$ cat config.mk
export PLATFORM = sky130hd
export DESIGN_NAME = position_frame_parser_flat
export DESIGN_NICKNAME = d
export VERILOG_FILES = /design/src/rtl/core/pfp_pkg.sv /design/src/rtl/core/pfp_ifs.sv /design/src/rtl/core/pfp_parser.sv /design/src/rtl/core/position_frame_parser.sv /design/src/flat_wrapper.sv
export VERILOG_INCLUDE_DIRS = /design/src /design/src/rtl/core
export SDC_FILE = /design/constraint.sdc
export NUM_CORES = 1
export LEC_CHECK = 0
export ABC_CLOCK_PERIOD_IN_PS = 11200
export BUFFER_PORTS_ARGS = -buffer_cell sky130_fd_sc_hd__buf_4
export CAP_MARGIN = 20
export CORE_MARGIN = 1.5
export CORE_UTILIZATION = 44
export DETAILED_ROUTE_END_ITERATION = 16
export HOLD_SLACK_MARGIN = 0.05
export PLACE_DENSITY = 0.78
export SYNTH_ARGS = -nofsm -noshare
export SYNTH_HDL_FRONTEND = slang
export SYNTH_SLANG_ARGS = --single-unit
$ cat constraint.sdc
create_clock -name clk -period 11.2 [get_ports clk]
set_input_delay 0 -clock clk [delete_from_list [all_inputs] [get_ports clk]]
set_output_delay 0 -clock clk [all_outputs]
set_load 0.005 [all_outputs]
$ cat src/rtl/core/position_frame_parser_macros.svh
// Assertion macros for the position frame parser
`ifndef POSITION_FRAME_PARSER_MACROS_SVH
`define POSITION_FRAME_PARSER_MACROS_SVH

// check a consequent in the same cycle as its antecedent
`define PFP_ASSERT_NOW(label, ante, cons) \
  label: assert property (@(posedge clk) disable iff (rst) (ante) |-> (cons)) \
    else $error("pfp assertion failed");

// check a consequent in the cycle after its antecedent
`define PFP_ASSERT_NEXT(label, ante, cons) \
  label: assert property (@(posedge clk) disable iff (rst) (ante) |=> (cons)) \
    else $error("pfp assertion failed");

`endif

$ cat src/rtl/core/pfp_pkg.sv
// Shared constants and types for the position frame parser
package pfp_pkg;

  localparam int BYTE_W      = 8;
  localparam int WORD_W      = 32;
  localparam int PAYLOAD_LEN = 24;
  localparam int IDX_W       = 5;

  localparam logic [BYTE_W-1:0] BYTE_CR = 8'h0D;
  localparam logic [BYTE_W-1:0] BYTE_LF = 8'h0A;

  typedef struct packed {
    logic [WORD_W-1:0] z_angle_bits;
    logic [WORD_W-1:0] x_angle_bits;
    logic [WORD_W-1:0] y_angle_bits;
    logic [WORD_W-1:0] pos_x_bits;
    logic [WORD_W-1:0] pos_y_bits;
    logic [WORD_W-1:0] rate_z_bits;
  } pfp_frame_t;

endpackage

$ cat src/rtl/core/pfp_ifs.sv
// Byte and frame stream interfaces of the position frame parser
interface pfp_byte_if;
  logic       valid;
  logic       ready;
  logic [7:0] rx_byte;

  modport source (output valid, output rx_byte, input ready);
  modport sink (input valid, input rx_byte, output ready);
endinterface

interface pfp_frame_if;
  logic        valid;
  logic        ready;
  logic [31:0] z_angle_bits;
  logic [31:0] x_angle_bits;
  logic [31:0] y_angle_bits;
  logic [31:0] pos_x_bits;
  logic [31:0] pos_y_bits;
  logic [31:0] rate_z_bits;

  modport source (output valid, output z_angle_bits, output x_angle_bits,
                  output y_angle_bits, output pos_x_bits, output pos_y_bits,
                  output rate_z_bits, input ready);
  modport sink (input valid, input z_angle_bits, input x_angle_bits,
                input y_angle_bits, input pos_x_bits, input pos_y_bits,
                input rate_z_bits, output ready);
endinterface

$ cat src/rtl/core/pfp_parser.sv
// Frame phase tracking, payload store and frame detection
`include "position_frame_parser_macros.svh"

module pfp_parser import pfp_pkg::*; (
  input  logic              clk,
  input  logic              rst,
  input  logic              go,
  input  logic [BYTE_W-1:0] rx_byte,
  output logic              emit,
  output pfp_frame_t        frame_words
);

  typedef enum logic [2:0] {
    P_HUNT    = 3'd0,
    P_HDR_LF  = 3'd1,
    P_PAYLOAD = 3'd2,
    P_TRL_LF  = 3'd3,
    P_TRL_CR  = 3'd4
  } phase_t;

  phase_t            phase;
  phase_t            phase_next;
  logic [IDX_W-1:0]  idx;
  logic [IDX_W-1:0]  idx_next;
  logic [IDX_W-1:0]  idx_inc;
  logic              wr_en;
  logic              last_slot;
  logic [BYTE_W-1:0] store [PAYLOAD_LEN];

  always_comb begin
    phase_next = phase;
    idx_next   = idx;
    wr_en      = 1'b0;
    emit       = 1'b0;
    idx_inc    = idx + 1'b1;
    case (phase)
      P_HUNT: begin
        phase_next = (rx_byte == BYTE_CR) ? P_HDR_LF : P_HUNT;
      end
      P_HDR_LF: begin
        if (rx_byte == BYTE_LF) begin
          idx_next   = '0;
          phase_next = P_PAYLOAD;
        end else if (rx_byte != BYTE_CR) begin
          phase_next = P_HUNT;
        end
      end
      P_PAYLOAD: begin
        if (idx < IDX_W'(PAYLOAD_LEN)) begin
          wr_en    = 1'b1;
          idx_next = idx_inc;
        end
        if ((idx_next >= IDX_W'(PAYLOAD_LEN)) || (idx_next == '0)) begin
          idx_next   = '0;
          phase_next = P_TRL_LF;
        end
      end
      P_TRL_LF: begin
        phase_next = (rx_byte == BYTE_LF) ? P_TRL_CR : P_HUNT;
      end
      P_TRL_CR: begin
        phase_next = P_HUNT;
        emit       = (rx_byte == BYTE_CR);
      end
      default: begin
        phase_next = P_HUNT;
      end
    endcase
  end

  always_ff @(posedge clk) begin
    if (rst) begin
      phase <= P_HUNT;
      idx   <= '0;
    end else if (go) begin
      phase <= phase_next;
      idx   <= idx_next;
    end
  end

  always_ff @(posedge clk) begin
    if (go && wr_en) begin
      store[idx] <= rx_byte;
    end
  end

  assign frame_words.z_angle_bits = {store[3],  store[2],  store[1],  store[0]};
  assign frame_words.x_angle_bits = {store[7],  store[6],  store[5],  store[4]};
  assign frame_words.y_angle_bits = {store[11], store[10], store[9],  store[8]};
  assign frame_words.pos_x_bits   = {store[15], store[14], store[13], store[12]};
  assign frame_words.pos_y_bits   = {store[19], store[18], store[17], store[16]};
  assign frame_words.rate_z_bits  = {store[23], store[22], store[21], store[20]};

  assign last_slot = (phase == P_PAYLOAD) && (idx == IDX_W'(PAYLOAD_LEN - 1));

  `PFP_ASSERT_NOW(a_idx_range, 1'b1, idx < IDX_W'(PAYLOAD_LEN))
  `PFP_ASSERT_NOW(a_idx_idle, phase != P_PAYLOAD, idx == '0)
  `PFP_ASSERT_NEXT(a_emit_rehunt, go && emit, phase == P_HUNT)
  `PFP_ASSERT_NEXT(a_payload_end, go && last_slot, phase == P_TRL_LF && idx == '0)

endmodule

$ cat src/rtl/core/position_frame_parser.sv
// Position frame parser: CR LF framed 24-byte payload to six 32-bit words
//
// Channel rx takes one serial byte per request; channel frame returns one
// request per complete frame, carrying six little-endian 32-bit words
// (z angle, x angle, y angle, x position, y position, z rate) as raw
// single-precision bit patterns.
// A frame is 0x0D 0x0A, 24 payload bytes, then 0x0A 0x0D. Repeated 0x0D
// bytes before the header 0x0A are absorbed; any other mismatch drops back
// to the header hunt without output.
// Throughput: one byte per cycle while no completed frame waits on a held result.
// Path: the final 0x0D is taken into the input register, then the frame is
// loaded into the result register, which drives the frame request valid.
// Stalls: the result register holds a frame until it is taken; bytes keep
// flowing meanwhile, and only a byte that completes a new frame waits in
// the input register while the previous frame is still held.
// Reset: synchronous, clears the phase, the payload index and both valid
// flags; the payload store is not cleared.

`include "position_frame_parser_macros.svh"

module position_frame_parser import pfp_pkg::*; (
  input  logic      clk,
  input  logic      rst,
  pfp_byte_if.sink  rx,
  pfp_frame_if.source frame
);

  logic              s1_valid;
  logic [BYTE_W-1:0] s1_byte;
  logic              s1_go;
  logic              emit;
  logic              out_free;
  logic              res_valid;
  pfp_frame_t        res_frame;
  pfp_frame_t        frame_words;

  pfp_parser u_parser (
    .clk         (clk),
    .rst         (rst),
    .go          (s1_go),
    .rx_byte     (s1_byte),
    .emit        (emit),
    .frame_words (frame_words)
  );

  assign out_free = !res_valid || frame.ready;
  assign s1_go    = s1_valid && (!emit || out_free);
  assign rx.ready = !s1_valid || s1_go;

  always_ff @(posedge clk) begin
    if (rst) begin
      s1_valid  <= 1'b0;
      res_valid <= 1'b0;
    end else begin
      if (rx.ready) begin
        s1_valid <= rx.valid;
      end
      if (s1_go && emit) begin
        res_valid <= 1'b1;
      end else if (frame.ready) begin
        res_valid <= 1'b0;
      end
    end
  end

  always_ff @(posedge clk) begin
    if (rx.valid && rx.ready) begin
      s1_byte <= rx.rx_byte;
    end
    if (s1_go && emit) begin
      res_frame <= frame_words;
    end
  end

  assign frame.valid        = res_valid;
  assign frame.z_angle_bits = res_frame.z_angle_bits;
  assign frame.x_angle_bits = res_frame.x_angle_bits;
  assign frame.y_angle_bits = res_frame.y_angle_bits;
  assign frame.pos_x_bits   = res_frame.pos_x_bits;
  assign frame.pos_y_bits   = res_frame.pos_y_bits;
  assign frame.rate_z_bits  = res_frame.rate_z_bits;

  `PFP_ASSERT_NEXT(a_emit_loads, s1_go && emit, res_valid)
  `PFP_ASSERT_NEXT(a_emit_waits, s1_valid && emit && !out_free, s1_valid && $stable(s1_byte))
  `PFP_ASSERT_NOW(a_go_has_item, s1_go, s1_valid)

endmodule
$ cat src/flat_wrapper.sv
// flat-port wrapper written by rule: the top's interface ports become plain ports
module position_frame_parser_flat import pfp_pkg::*;
  (clk, rst, rx_valid, rx_rx_byte, rx_ready, frame_valid, frame_z_angle_bits, frame_x_angle_bits, frame_y_angle_bits, frame_pos_x_bits, frame_pos_y_bits, frame_rate_z_bits, frame_ready);
  pfp_byte_if rx_i ();
  pfp_frame_if frame_i ();
  input  logic clk;
  input  logic rst;
  input wire logic [$bits(rx_i.valid)-1:0] rx_valid;
  input wire logic [$bits(rx_i.rx_byte)-1:0] rx_rx_byte;
  output wire logic [$bits(rx_i.ready)-1:0] rx_ready;
  output wire logic [$bits(frame_i.valid)-1:0] frame_valid;
  output wire logic [$bits(frame_i.z_angle_bits)-1:0] frame_z_angle_bits;
  output wire logic [$bits(frame_i.x_angle_bits)-1:0] frame_x_angle_bits;
  output wire logic [$bits(frame_i.y_angle_bits)-1:0] frame_y_angle_bits;
  output wire logic [$bits(frame_i.pos_x_bits)-1:0] frame_pos_x_bits;
  output wire logic [$bits(frame_i.pos_y_bits)-1:0] frame_pos_y_bits;
  output wire logic [$bits(frame_i.rate_z_bits)-1:0] frame_rate_z_bits;
  input wire logic [$bits(frame_i.ready)-1:0] frame_ready;
  assign rx_i.valid = rx_valid;
  assign rx_i.rx_byte = rx_rx_byte;
  assign rx_ready = rx_i.ready;
  assign frame_valid = frame_i.valid;
  assign frame_z_angle_bits = frame_i.z_angle_bits;
  assign frame_x_angle_bits = frame_i.x_angle_bits;
  assign frame_y_angle_bits = frame_i.y_angle_bits;
  assign frame_pos_x_bits = frame_i.pos_x_bits;
  assign frame_pos_y_bits = frame_i.pos_y_bits;
  assign frame_rate_z_bits = frame_i.rate_z_bits;
  assign frame_i.ready = frame_ready;
  position_frame_parser u_core (.clk(clk), .rst(rst), .rx(rx_i), .frame(frame_i));
endmodule
==> results of run 1 <==
-- kinds of logic (layout without fill, tap and decap cells) --
family / after synthesis / in the layout / share of synthesized area
buf+inv: 10 / 301 / 0.003555
simple gates: 85 / 85 / 0.03486
fa+ha+maj: 4 / 4 / 0.003950
flops: 402 / 402 / 0.9448
compound gates: 23 / 23 / 0.01284
-- metrics by stage --
stage                       util  instance area, sq um  setup slack, ns  std cells
after floorplan                -                 12670           0.3458        524
after CTS                 0.5742                 16130            7.563       1193
after global routing      0.5742                 16130            7.334       1193
final                     0.5742                 16130            7.614       1193
after global placement    0.5248                 14740            7.659       1112
after detailed placement  0.5248                 14740            7.567       1112
-- power groups by stage --
| stage | combinational (mW) | sequential, mW | clock, mW |
|---|---|---|---|
| 4_1_cts | 0.0392 | 1.65 | 1.30 |
| 3_3_place_gp | 0.0357 | 1.68 | 0 |
| 3_5_place_dp | 0.0356 | 1.68 | 0 |
| 5_1_grt | 0.0411 | 1.65 | 1.36 |
| 2_1_floorplan | 0.00246 | 1.69 | 0 |
| 6_report | 0.0381 | 1.65 | 1.27 |
-- flip-flops by register name, summed over array words and instances, names as in the netlist --
| register | cells |
|---|---|
| u_core.u_parser.store | 192 |
| frame_pos_x_bits | 32 |
| frame_pos_y_bits | 32 |
| frame_rate_z_bits | 32 |
| frame_x_angle_bits | 32 |
| frame_y_angle_bits | 32 |
| frame_z_angle_bits | 32 |
| u_core.s1_byte | 8 |
| u_core.u_parser.idx | 5 |
| u_core.u_parser.phase | 3 |
| u_core.frame.valid | 1 |
| u_core.s1_valid | 1 |
-- worst register-to-register path: cells and delay by family, from the launching register on --
| family | cells | cell delay, ns |
|---|---|---|
| flops | 1 | 0.40 |
| buf+inv | 1 | 0.92 |
| simple gates | 4 | 1.83 |
-- per-layer routing --
| layer | GRT usage | vias to the layer above | wire [um] |
|---|---|---|---|
| li1 | - | 2596 | - |
| met1 | 0.2083 | 2746 | 10130 |
| met2 | 0.2512 | 235 | 11200 |
| met3 | 0.03034 | 44 | 1542 |
| met4 | 0.04348 | 0 | 447 |
| met5 | 0 | - | 0 |
-- synth_stat cells --
library cell,number
o21ai_1,1
o41ai_2,1
edfxtp_1,392
or2_1,1
or4b_4,1
nand3_1,5
a31oi_1,1
nor2b_1,4
and2b_1,1
nor3b_1,1
a21oi_4,1
a211o_1,1
nor4bb_1,1
or2_0,1
buf_6,1
o21ai_0,5
nand4_1,2
clkbuf_1,4
nand2b_1,3
or2_2,1
nor3_1,2
a211oi_2,1
nor4_2,1
nand4b_1,1
a21oi_1,8
o31ai_1,2
inv_1,5
nor2_1,28
and4bb_1,1
or3_1,1
or4_1,3
and2_1,2
a22o_1,1
nand2_1,20
ha_1,4
dfxtp_1,10
a41oi_1,1
nand3b_1,5
-- layout make-up --
cell class,count,area (sq um),area share
multi-input combinational,112,661.9,0.04104
inverter,5,18.77,0.001164
timing repair buffer,227,1734,0.1075
tap,378,473.0,0.02933
clock inverter,23,244.0,0.01513
sequential,402,11970,0.7423
clock buffer,46,1023,0.06346
-- worst paths after layout --
path / startpoint / endpoint
worst max-delay path: u_core.s1_byte[5]$_DFFE_PP_ / frame_x_angle_bits[8]$_DFFE_PP_
worst min-delay path: rx_rx_byte[5] / u_core.s1_byte[5]$_DFFE_PP_
worst max register to register: u_core.s1_byte[5]$_DFFE_PP_ / frame_x_angle_bits[8]$_DFFE_PP_
worst min register to register: u_core.u_parser.store[1][3]$_DFFE_PP_ / frame_z_angle_bits[11]$_DFFE_PP_
==> flow_metrics.tcl, run 1 <==
set metrics [dict create \
    pwr-share-comb 0.013 \
    n_fill_cell 2056 \
    die_h_um 172.7 \
    cts_max_level 2 \
    p_per_area_nw_per_um2 183.5 \
    hold_viol 0 \
    critPathArrivalTime_ns 3.72 \
    yosysTopAreaCellShare 0.9290 \
    crit_chain "nor4_2 -> nand2_1 -> or4_1 -> nor2b_4 -> buf_4" \
    core.rowCount 61 \
    die_area_sq_um 29830 \
    intPower_mw 2.405 \
    max_stage_delay_ns 0.91 \
    fmaxAchievable_mhz 278.9 \
    switching_power_uw 553.6 \
    ys.warnings.count 0 \
    cts_tree "built" \
    grt_pass1_wl_um 33440 \
    cts_resized 0 \
    rrSetupSlack_ns 7.61 \
    grt_pass1_vias 5453 \
    drc_errors 0 \
    totalNegativeSetupSlack_ns 0 \
    netlist_area_sq_um 12670 \
    first_pass_iters 4 \
    path_clk_slew_ns 0.06 \
    cts_max_path_buffers 3 \
    p_leak_nw 5.475 \
    outcome "finished, final reports clean" \
    cts_buffers 39 \
    synth-seq-cells 402 \
    antenna_cells 0 \
    dp_hpwl_um 13300 \
    skew_ns 0.01514 \
    finalSetupViolations 0 \
    final_cell_mix "392 x edfxtp_1, 215 x buf_4, 40 x clkbuf_16, 28 x nor2_1, 20 x nand2_1" \
    ant_nets 0 \
    overflow 0 \
    wl_um 23320 \
    drive_above_1_share 0.3436 \
    start_util 0.4511 \
    cp-start-kind "flip-flop" \
    wl_per_cell_um 19.54 \
    worst_pin_slew_ns 1.052 \
    syn_avg_cell_area_sq_um 24.18 \
    clkSinkCount 402 \
    peakVddDrop_mv 0.1159 \
    core-area_sq_um 28090 \
    fin_nets 803 \
    yosys.area.top_type "edfxtp_1" \
    seqPwrFrac 0.557 \
    drt-initial-drc-count 397 \
    via_per_inst 4.712 \
    p_sw_frac 0.1871 \
    globalplace.congestion 0.7467 \
    clk-insertion-delay-late_ns 0.52 \
    worstPathMaxFanout 90 \
    ctsHoldBuffers 12 \
    pwr-share-clk 0.430 \
    cts_root_buf "clkbuf_16" \
    drv_slew 0 \
    synthCells 524 \
    place.port_buffers 205 \
    crit_buf_inv 1 \
    post-cts-setup-buffers 0 \
    path_depth 5 \
    grt_antenna_before_repair 0 \
    reg2regPathDepth 5 \
    maxCapViolCount 0 \
    hold-path-cell-count 2 \
    post-route-min-period_ns 3.586 \
    criticalPathCategory "reg -> reg" \
    rsz0062_at_grt "no" \
    groute.usage.overall 0.1524 \
    grt_max_degree 91 \
    end_kind "flip-flop" \
    ys_seq_area_frac 0.9448 \
    post-route-period-util 0.3202 \
    io_pins 206 \
    ys_top_cells_by_area "edfxtp_1 93%, dfxtp_1 1.6%, nor2_1 0.83%, nand2_1 0.59%, ha_1 0.39%" \
    final_common_cell "edfxtp_1" \
    fp.dieW_um 172.7 \
    slowest_stage "buf_4" \
    min-delay-path-class "in -> reg" \
    power_mw 2.959 \
    relSlewSlack 0.2987 \
    syn_to_final_growth_pct 27.27 \
    syn-num-nets 540 \
    ys_types 38 \
    cp_top_family "simple AND/OR/NAND/NOR gates" \
    num_vias 5621 \
    cp_data_required_time_ns 11.34 \
    timing.hold.ws_ns 0.2092 \
]
Power figures use the tool's default switching activity.
==> inputs of run 2 (changes only) <==
--- a/config.mk
+++ b/config.mk
@@ -6,14 +6,15 @@
 export SDC_FILE = /design/constraint.sdc
 export NUM_CORES = 1
 export LEC_CHECK = 0
-export ABC_CLOCK_PERIOD_IN_PS = 11200
+export ABC_AREA = 1
+export ABC_CLOCK_PERIOD_IN_PS = 3680
 export BUFFER_PORTS_ARGS = -buffer_cell sky130_fd_sc_hd__buf_4
 export CAP_MARGIN = 20
 export CORE_MARGIN = 1.5
 export CORE_UTILIZATION = 44
 export DETAILED_ROUTE_END_ITERATION = 16
 export HOLD_SLACK_MARGIN = 0.05
-export PLACE_DENSITY = 0.78
+export PLACE_DENSITY = 0.76
 export SYNTH_ARGS = -nofsm -noshare
 export SYNTH_HDL_FRONTEND = slang
 export SYNTH_SLANG_ARGS = --single-unit
==> constraint.sdc (replaced) <==
create_clock -name clk -period 3.68 [get_ports clk]
set_input_delay 0 -clock clk [delete_from_list [all_inputs] [get_ports clk]]
set_output_delay 0 -clock clk [all_outputs]
set_load 0.005 [all_outputs]
==> run 2 against run 1 <==
Net effect: flip-flop and latch count unchanged; largest cell class unchanged; combinational power increased to 3.6 times the previous value; critical path depth increased by 4.
==> flow_metrics.tcl, run 2 <==
set metrics [dict create \
    pwr-share-comb 0.016 \
    synthCells 559 \
    die_h_um 173.2 \
    final_common_cell "edfxtp_1" \
    grt_max_degree 104 \
    multi_input_area_sq_um 669.4 \
    core-area_sq_um 28630 \
    synth_common_cells "392 x edfxtp_1, 39 x nor2_1, 36 x nand2_1, 22 x inv_1, 16 x nand3_1" \
    relSlewSlack 0.5235 \
    antenna_cells 0 \
    first_pass_iters 7 \
    wl_per_cell_um 19.59 \
    syn-num-nets 575 \
    dr.max_layer_used "met4" \
    synth_edf_count 392 \
    start_util 0.4452 \
    maxCapViolCount 0 \
    ys.warnings.count 0 \
    synth-simple-area-share 0.04281 \
    place.port_buffers 205 \
    fp.dieW_um 173.2 \
    cts_max_level 2 \
    rrSetupSlack_ns 1.23 \
    ys.flop_type "edfxtp_1" \
    end_kind "flip-flop" \
    globalplace.congestion 0.7864 \
    met3WireLength_um 1403 \
    wl_met1_um 10340 \
    ys_types 22 \
    cts_max_path_buffers 3 \
    peakVddDrop_mv 0.2884 \
    worst_pin_slew_ns 0.7122 \
    ctsHoldBuffers 11 \
    yosysMostFrequentCell "edfxtp_1" \
    criticalPathCategory "reg -> reg" \
    switching_power_mw 1.679 \
    pwr-share-clk 0.419 \
    cp_data_required_time_ns 3.82 \
    wl_met2_um 11730 \
    groute.usage.overall 0.1584 \
    clkSinkCount 402 \
    largest_reg_flops 192 \
    yosys.area.top_type "edfxtp_1" \
    yosysTopAreaCellShare 0.9237 \
    async_flop_share 0 \
    wl_um 24170 \
    critPathArrivalTime_ns 2.59 \
    power_mw 8.882 \
    clk-insertion-delay-late_ns 0.52 \
    drt-initial-drc-count 472 \
    io_pins 206 \
    drive_above_1_share 0.3518 \
    fin_area_sq_um 16180 \
    p_sw_frac 0.1890 \
    final_cell_mix "392 x edfxtp_1, 213 x buf_4, 39 x nor2_1, 39 x clkbuf_16, 36 x nand2_1" \
    fmaxAchievable_mhz 407.5 \
    drc_errors 0 \
    cts_tree "built" \
    regArea_sq_um 11970 \
    drv_slew 0 \
    seqPwrFrac 0.565 \
    die_area_sq_um 29990 \
    post-route-period-util 0.6669 \
    min-delay-path-class "in -> reg" \
    grt_antenna_before_repair 1 \
    post-route-util 0.5651 \
    synthMuxAreaShare 0 \
    via_per_inst 4.669 \
    intPower_mw 7.204 \
    p_leak_nw 5.632 \
    num_vias 5761 \
    placed_area_sq_um 14860 \
    synth_adder_area_share 0.003927 \
    cts_resized 0 \
    totalNegativeSetupSlack_ns 0 \
    grt_pass1_wl_um 34580 \
    path_clk_slew_ns 0.06 \
    overflow 0 \
    cts_root_buf "clkbuf_16" \
    dp_hpwl_um 14100 \
    netlist_area_sq_um 12740 \
    ys_top_cells_by_area "edfxtp_1 92%, dfxtp_1 1.6%, nor2_1 1.1%, nand2_1 1.1%, inv_1 0.65%" \
    post-route-min-period_ns 2.454 \
    synth-seq-cells 402 \
    top_register "u_core.u_parser.store" \
    skew_ns 0.02102 \
    synth_xor_area_frac 0.0006873 \
    rsz0062_at_grt "no" \
    hold_viol 0 \
    post-cts-setup-buffers 0 \
    synth-compound-area-share 0.004320 \
    worstPathMaxFanout 8 \
    n_fill_cell 2091 \
    outcome "finished, final reports clean" \
    cp-start-kind "flip-flop" \
    cts_buffers 38 \
    fin_nets 839 \
    ys_seq_area_frac 0.9394 \
    syn_to_final_growth_pct 26.93 \
    synth_top_family_by_area "simple AND/OR/NAND/NOR gates" \
    ant_nets 0 \
    grt_pass1_vias 5604 \
    syn_avg_cell_area_sq_um 22.80 \
    p_per_area_nw_per_um2 549.1 \
    core.rowCount 62 \
    finalSetupViolations 0 \
]
==> run 2: cell types whose count changed in the layout (fill, tap and decap cells not counted), moves of 4 or more <==
cell | before | now
nand2_2 | 0 | 7
nor2_4 | 0 | 4
nor2_1 | 28 | 39
nand3_1 | 5 | 15
nand3b_1 | 5 | 0
nand2_1 | 20 | 36
inv_2 | 0 | 5
nand3_2 | 0 | 4
clkinv_2 | 5 | 9
o21ai_0 | 5 | 1
inv_1 | 5 | 20
==> run 2: layout make-up <==
| cell class | count | area share |
|---|---|---|
| clock inverters | 24 | 0.01315 |
| repair buffers | 226 | 0.1081 |
| well taps | 384 | 0.02970 |
| flip-flops and latches | 402 | 0.7401 |
| multi-input cells | 129 | 0.04138 |
| inverters | 26 | 0.006265 |
| clock buffers | 43 | 0.06126 |
==> run 2: through the flow <==
stage / hold WS, ns / instances / worst slack, ns
floorplan: 0.06907 / 559 / -0.8834
global route: 0.1961 / 1234 / 1.039
CTS: 0.1888 / 1234 / 1.214
detailed placement: 0.1795 / 1156 / 1.209
finish: 0.2154 / 1234 / 1.226
global placement: 0.1800 / 1156 / 1.289
==> run 2: power groups by stage <==
stage / clock (mW) / sequential (mW) / combinational [mW]
after floorplan: 0 / 5.14 / 0.0275
after global placement: 0 / 5.12 / 0.135
after detailed placement: 0 / 5.12 / 0.136
after CTS: 3.80 / 5.02 / 0.145
after global routing: 3.98 / 5.02 / 0.152
final: 3.72 / 5.02 / 0.139
==> run 2: cell families (layout without fill, tap and decap cells) <==
family / Yosys count / after routing
XOR/XNOR: 1 / 1
AND/OR/NAND/NOR: 113 / 113
AO/OA/AOI/OAI: 11 / 11
buffers and inverters: 28 / 319
adder cells (fa/ha/maj): 4 / 4
flip-flops: 402 / 402
==> run 2: metal layers <==
metal,global-route usage,vias up
li1,-,2662
met1,0.2146,2828
met2,0.2586,223
met3,0.03210,48
met4,0.05471,0
met5,0,-
==> run 2: critical path, cell delays in order, from the launching register on <==
cell,delay (ns)
edfxtp_1,0.40
inv_2,0.09
nor2_1,0.04
nand2_1,0.09
nor2_4,0.06
nand3_2,0.08
nand2_4,0.07
nor2_1,0.25
nand2_1,0.36
nor2_1,0.65
==> run 2: path summary, 6_finish.rpt <==
check / from / end / cells after the start
min: rx_rx_byte[0] / u_core.s1_byte[0]$_DFFE_PP_ / 2
min reg2reg: u_core.u_parser.store[8][6]$_DFFE_PP_ / frame_y_angle_bits[6]$_DFFE_PP_ / 0
max: u_core.s1_byte[0]$_DFFE_PP_ / u_core.u_parser.store[22][1]$_DFFE_PP_ / 9
max reg2reg: u_core.s1_byte[0]$_DFFE_PP_ / u_core.u_parser.store[22][1]$_DFFE_PP_ / 9
==> inputs of run 3 (changes only) <==
--- a/config.mk
+++ b/config.mk
@@ -6,8 +6,8 @@
 export SDC_FILE = /design/constraint.sdc
 export NUM_CORES = 1
 export LEC_CHECK = 0
-export ABC_AREA = 1
-export ABC_CLOCK_PERIOD_IN_PS = 3680
+export ABC_AREA = 0
+export ABC_CLOCK_PERIOD_IN_PS = 2600
 export BUFFER_PORTS_ARGS = -buffer_cell sky130_fd_sc_hd__buf_4
 export CAP_MARGIN = 20
 export CORE_MARGIN = 1.5
==> constraint.sdc (replaced) <==
create_clock -name clk -period 2.6 [get_ports clk]
set_input_delay 0 -clock clk [delete_from_list [all_inputs] [get_ports clk]]
set_output_delay 0 -clock clk [all_outputs]
set_load 0.005 [all_outputs]
==> run 3 against run 2 <==
Net effect: flip-flop and latch count unchanged; final cell count decreased by 0.41%; via count increased by 1.0%; die area decreased by 0.56%; highest routed layer unchanged.
==> flow_metrics.tcl, run 3 (synthesized netlist as in run 1, its figures left out) <==
set metrics [dict create \
    outcome "finished, final reports clean" \
    pre_cts_ws_ns 0.1652 \
    maxCapViolCount 0 \
    fin_area_sq_um 16370 \
    critPathArrivalTime_ns 2.95 \
    fp.dieW_um 172.7 \
    hold-path-cell-count 6 \
    post-route-util 0.5829 \
    p_per_area_nw_per_um2 764.0 \
    post-route-period-util 0.9608 \
    die_area_sq_um 29830 \
    timing.final.ws_setup_ns 0.1019 \
    dr.max_layer_used "met4" \
    finalSetupViolations 0 \
    via_per_inst 4.735 \
    cts_buffers 39 \
    reg2regPathDepth 6 \
    path_clk_slew_ns 0.06 \
    largest_reg_flops 192 \
    cp_data_required_time_ns 3.06 \
    io_pins 206 \
    antenna_cells 0 \
    grt_pass1_wl_um 35380 \
    timing.hold.ws_ns 0.09323 \
    drv_slew 0 \
    clk-insertion-delay-late_ns 0.52 \
    grt_pass1_vias 5856 \
    final_cell_mix "392 x edfxtp_1, 244 x buf_4, 40 x clkbuf_16, 28 x nor2_1, 20 x nand2_1" \
    rsz0062_at_grt "no" \
    totalNegativeSetupSlack_ns 0 \
    dp_hpwl_um 14270 \
    p_leak_nw 5.658 \
    fin_nets 836 \
    clkSinkCount 402 \
    num_vias 5819 \
    groute.usage.overall 0.1586 \
    placed_cells 1145 \
    globalplace.congestion 0.7672 \
    overflow 0 \
    die_h_um 172.7 \
    wl_met2_um 12050 \
    cts_max_path_buffers 3 \
    drt-initial-drc-count 479 \
    power_mw 12.51 \
    worst_pin_slew_ns 0.5141 \
    core.rowCount 61 \
    ant_nets 0 \
    final_common_cell "edfxtp_1" \
    core-area_sq_um 28090 \
    fmaxAchievable_mhz 400.3 \
    place.port_buffers 205 \
    worstPathMaxFanout 3 \
    cts_tree "built" \
    cts_resized 0 \
    met3WireLength_um 1585 \
    criticalPathCategory "reg -> reg" \
    relSlewSlack 0.6535 \
    post-route-min-period_ns 2.498 \
    drive_above_1_share 0.3631 \
    skew_ns 0.02298 \
    placed_area_sq_um 15040 \
    first_pass_iters 5 \
    peakVddDrop_mv 0.4725 \
    top_register "u_core.u_parser.store" \
    stdcell_count 1229 \
    grt_max_degree 82 \
    wl_um 24130 \
    drc_errors 0 \
    wl_met1_um 9958 \
    hold_viol 0 \
    grt_antenna_before_repair 1 \
    min-delay-path-class "in -> reg" \
    cp-start-kind "flip-flop" \
    end_kind "flip-flop" \
    syn_to_final_growth_pct 29.22 \
    cts_max_level 2 \
    cts_root_buf "clkbuf_16" \
    start_util 0.4511 \
    wl_per_cell_um 19.64 \
]
[run 3: changes by cell type in the layout (fill, tap and decap cells not counted), moves of 5 or more]
cell	before	now
inv_1	20	5
nand2_1	36	20
inv_2	5	0
nand3_1	15	5
nor2_1	39	28
buf_4	213	244
nand2_2	7	0
clkinv_1	5	13
nand3b_1	0	5
[run 3: power by group]
group / total, mW / internal, mW / switching, mW / leakage (nW)
clock: 5.25 / 3.03 / 2.23 / 0.592
combinational: 0.159 / 0.0387 / 0.120 / 1.46
sequential: 7.10 / 7.09 / 0.00778 / 3.61
total: 12.5 / 10.2 / 2.35 / 5.66
[run 3: cell type report]
class	instances	area [sq um]
clock buffers	46	1023
clock inverters	26	188.9
fillers	2041	11710
inverters	5	18.77
multi-input cells	112	665.6
flip-flops and latches	402	11970
well taps	378	473.0
repair buffers	260	2032
[run 3: worst paths after layout]
check / from / endpoint / slack (ns)
max reg2reg: u_core.s1_byte[6]$_DFFE_PP_ / u_core.s1_valid$_SDFFE_PP0N_ / 0.10
min: frame_ready / u_core.u_parser.phase[2]$_SDFFE_PP0P_ / 0.09
max: u_core.s1_byte[6]$_DFFE_PP_ / u_core.s1_valid$_SDFFE_PP0N_ / 0.10
min reg2reg: u_core.u_parser.store[2][3]$_DFFE_PP_ / frame_z_angle_bits[19]$_DFFE_PP_ / 0.40
[run 3: timing repair]
| item | 4_1_cts | 5_1_grt |
|---|---|---|
| buffers inserted | 0 | 0 |
| hold buffers | 12 | 0 |
| hold endpoints to repair | 26 | 0 |
[run 3: worst max-delay path: stages, from the launching register on]
cell	delay, ns
edfxtp_1	0.39
nor4_2	0.42
nand2_1	0.17
or4_4	0.48
or2_1	0.28
a21oi_1	0.15
dlygate4sd3_1	0.56
[run 3: metal layers]
metal / vias up / track usage
li1: 2668 / -
met5: - / 0
met2: 234 / 0.2683
met4: 0 / 0.04674
met3: 40 / 0.03320
met1: 2877 / 0.2085
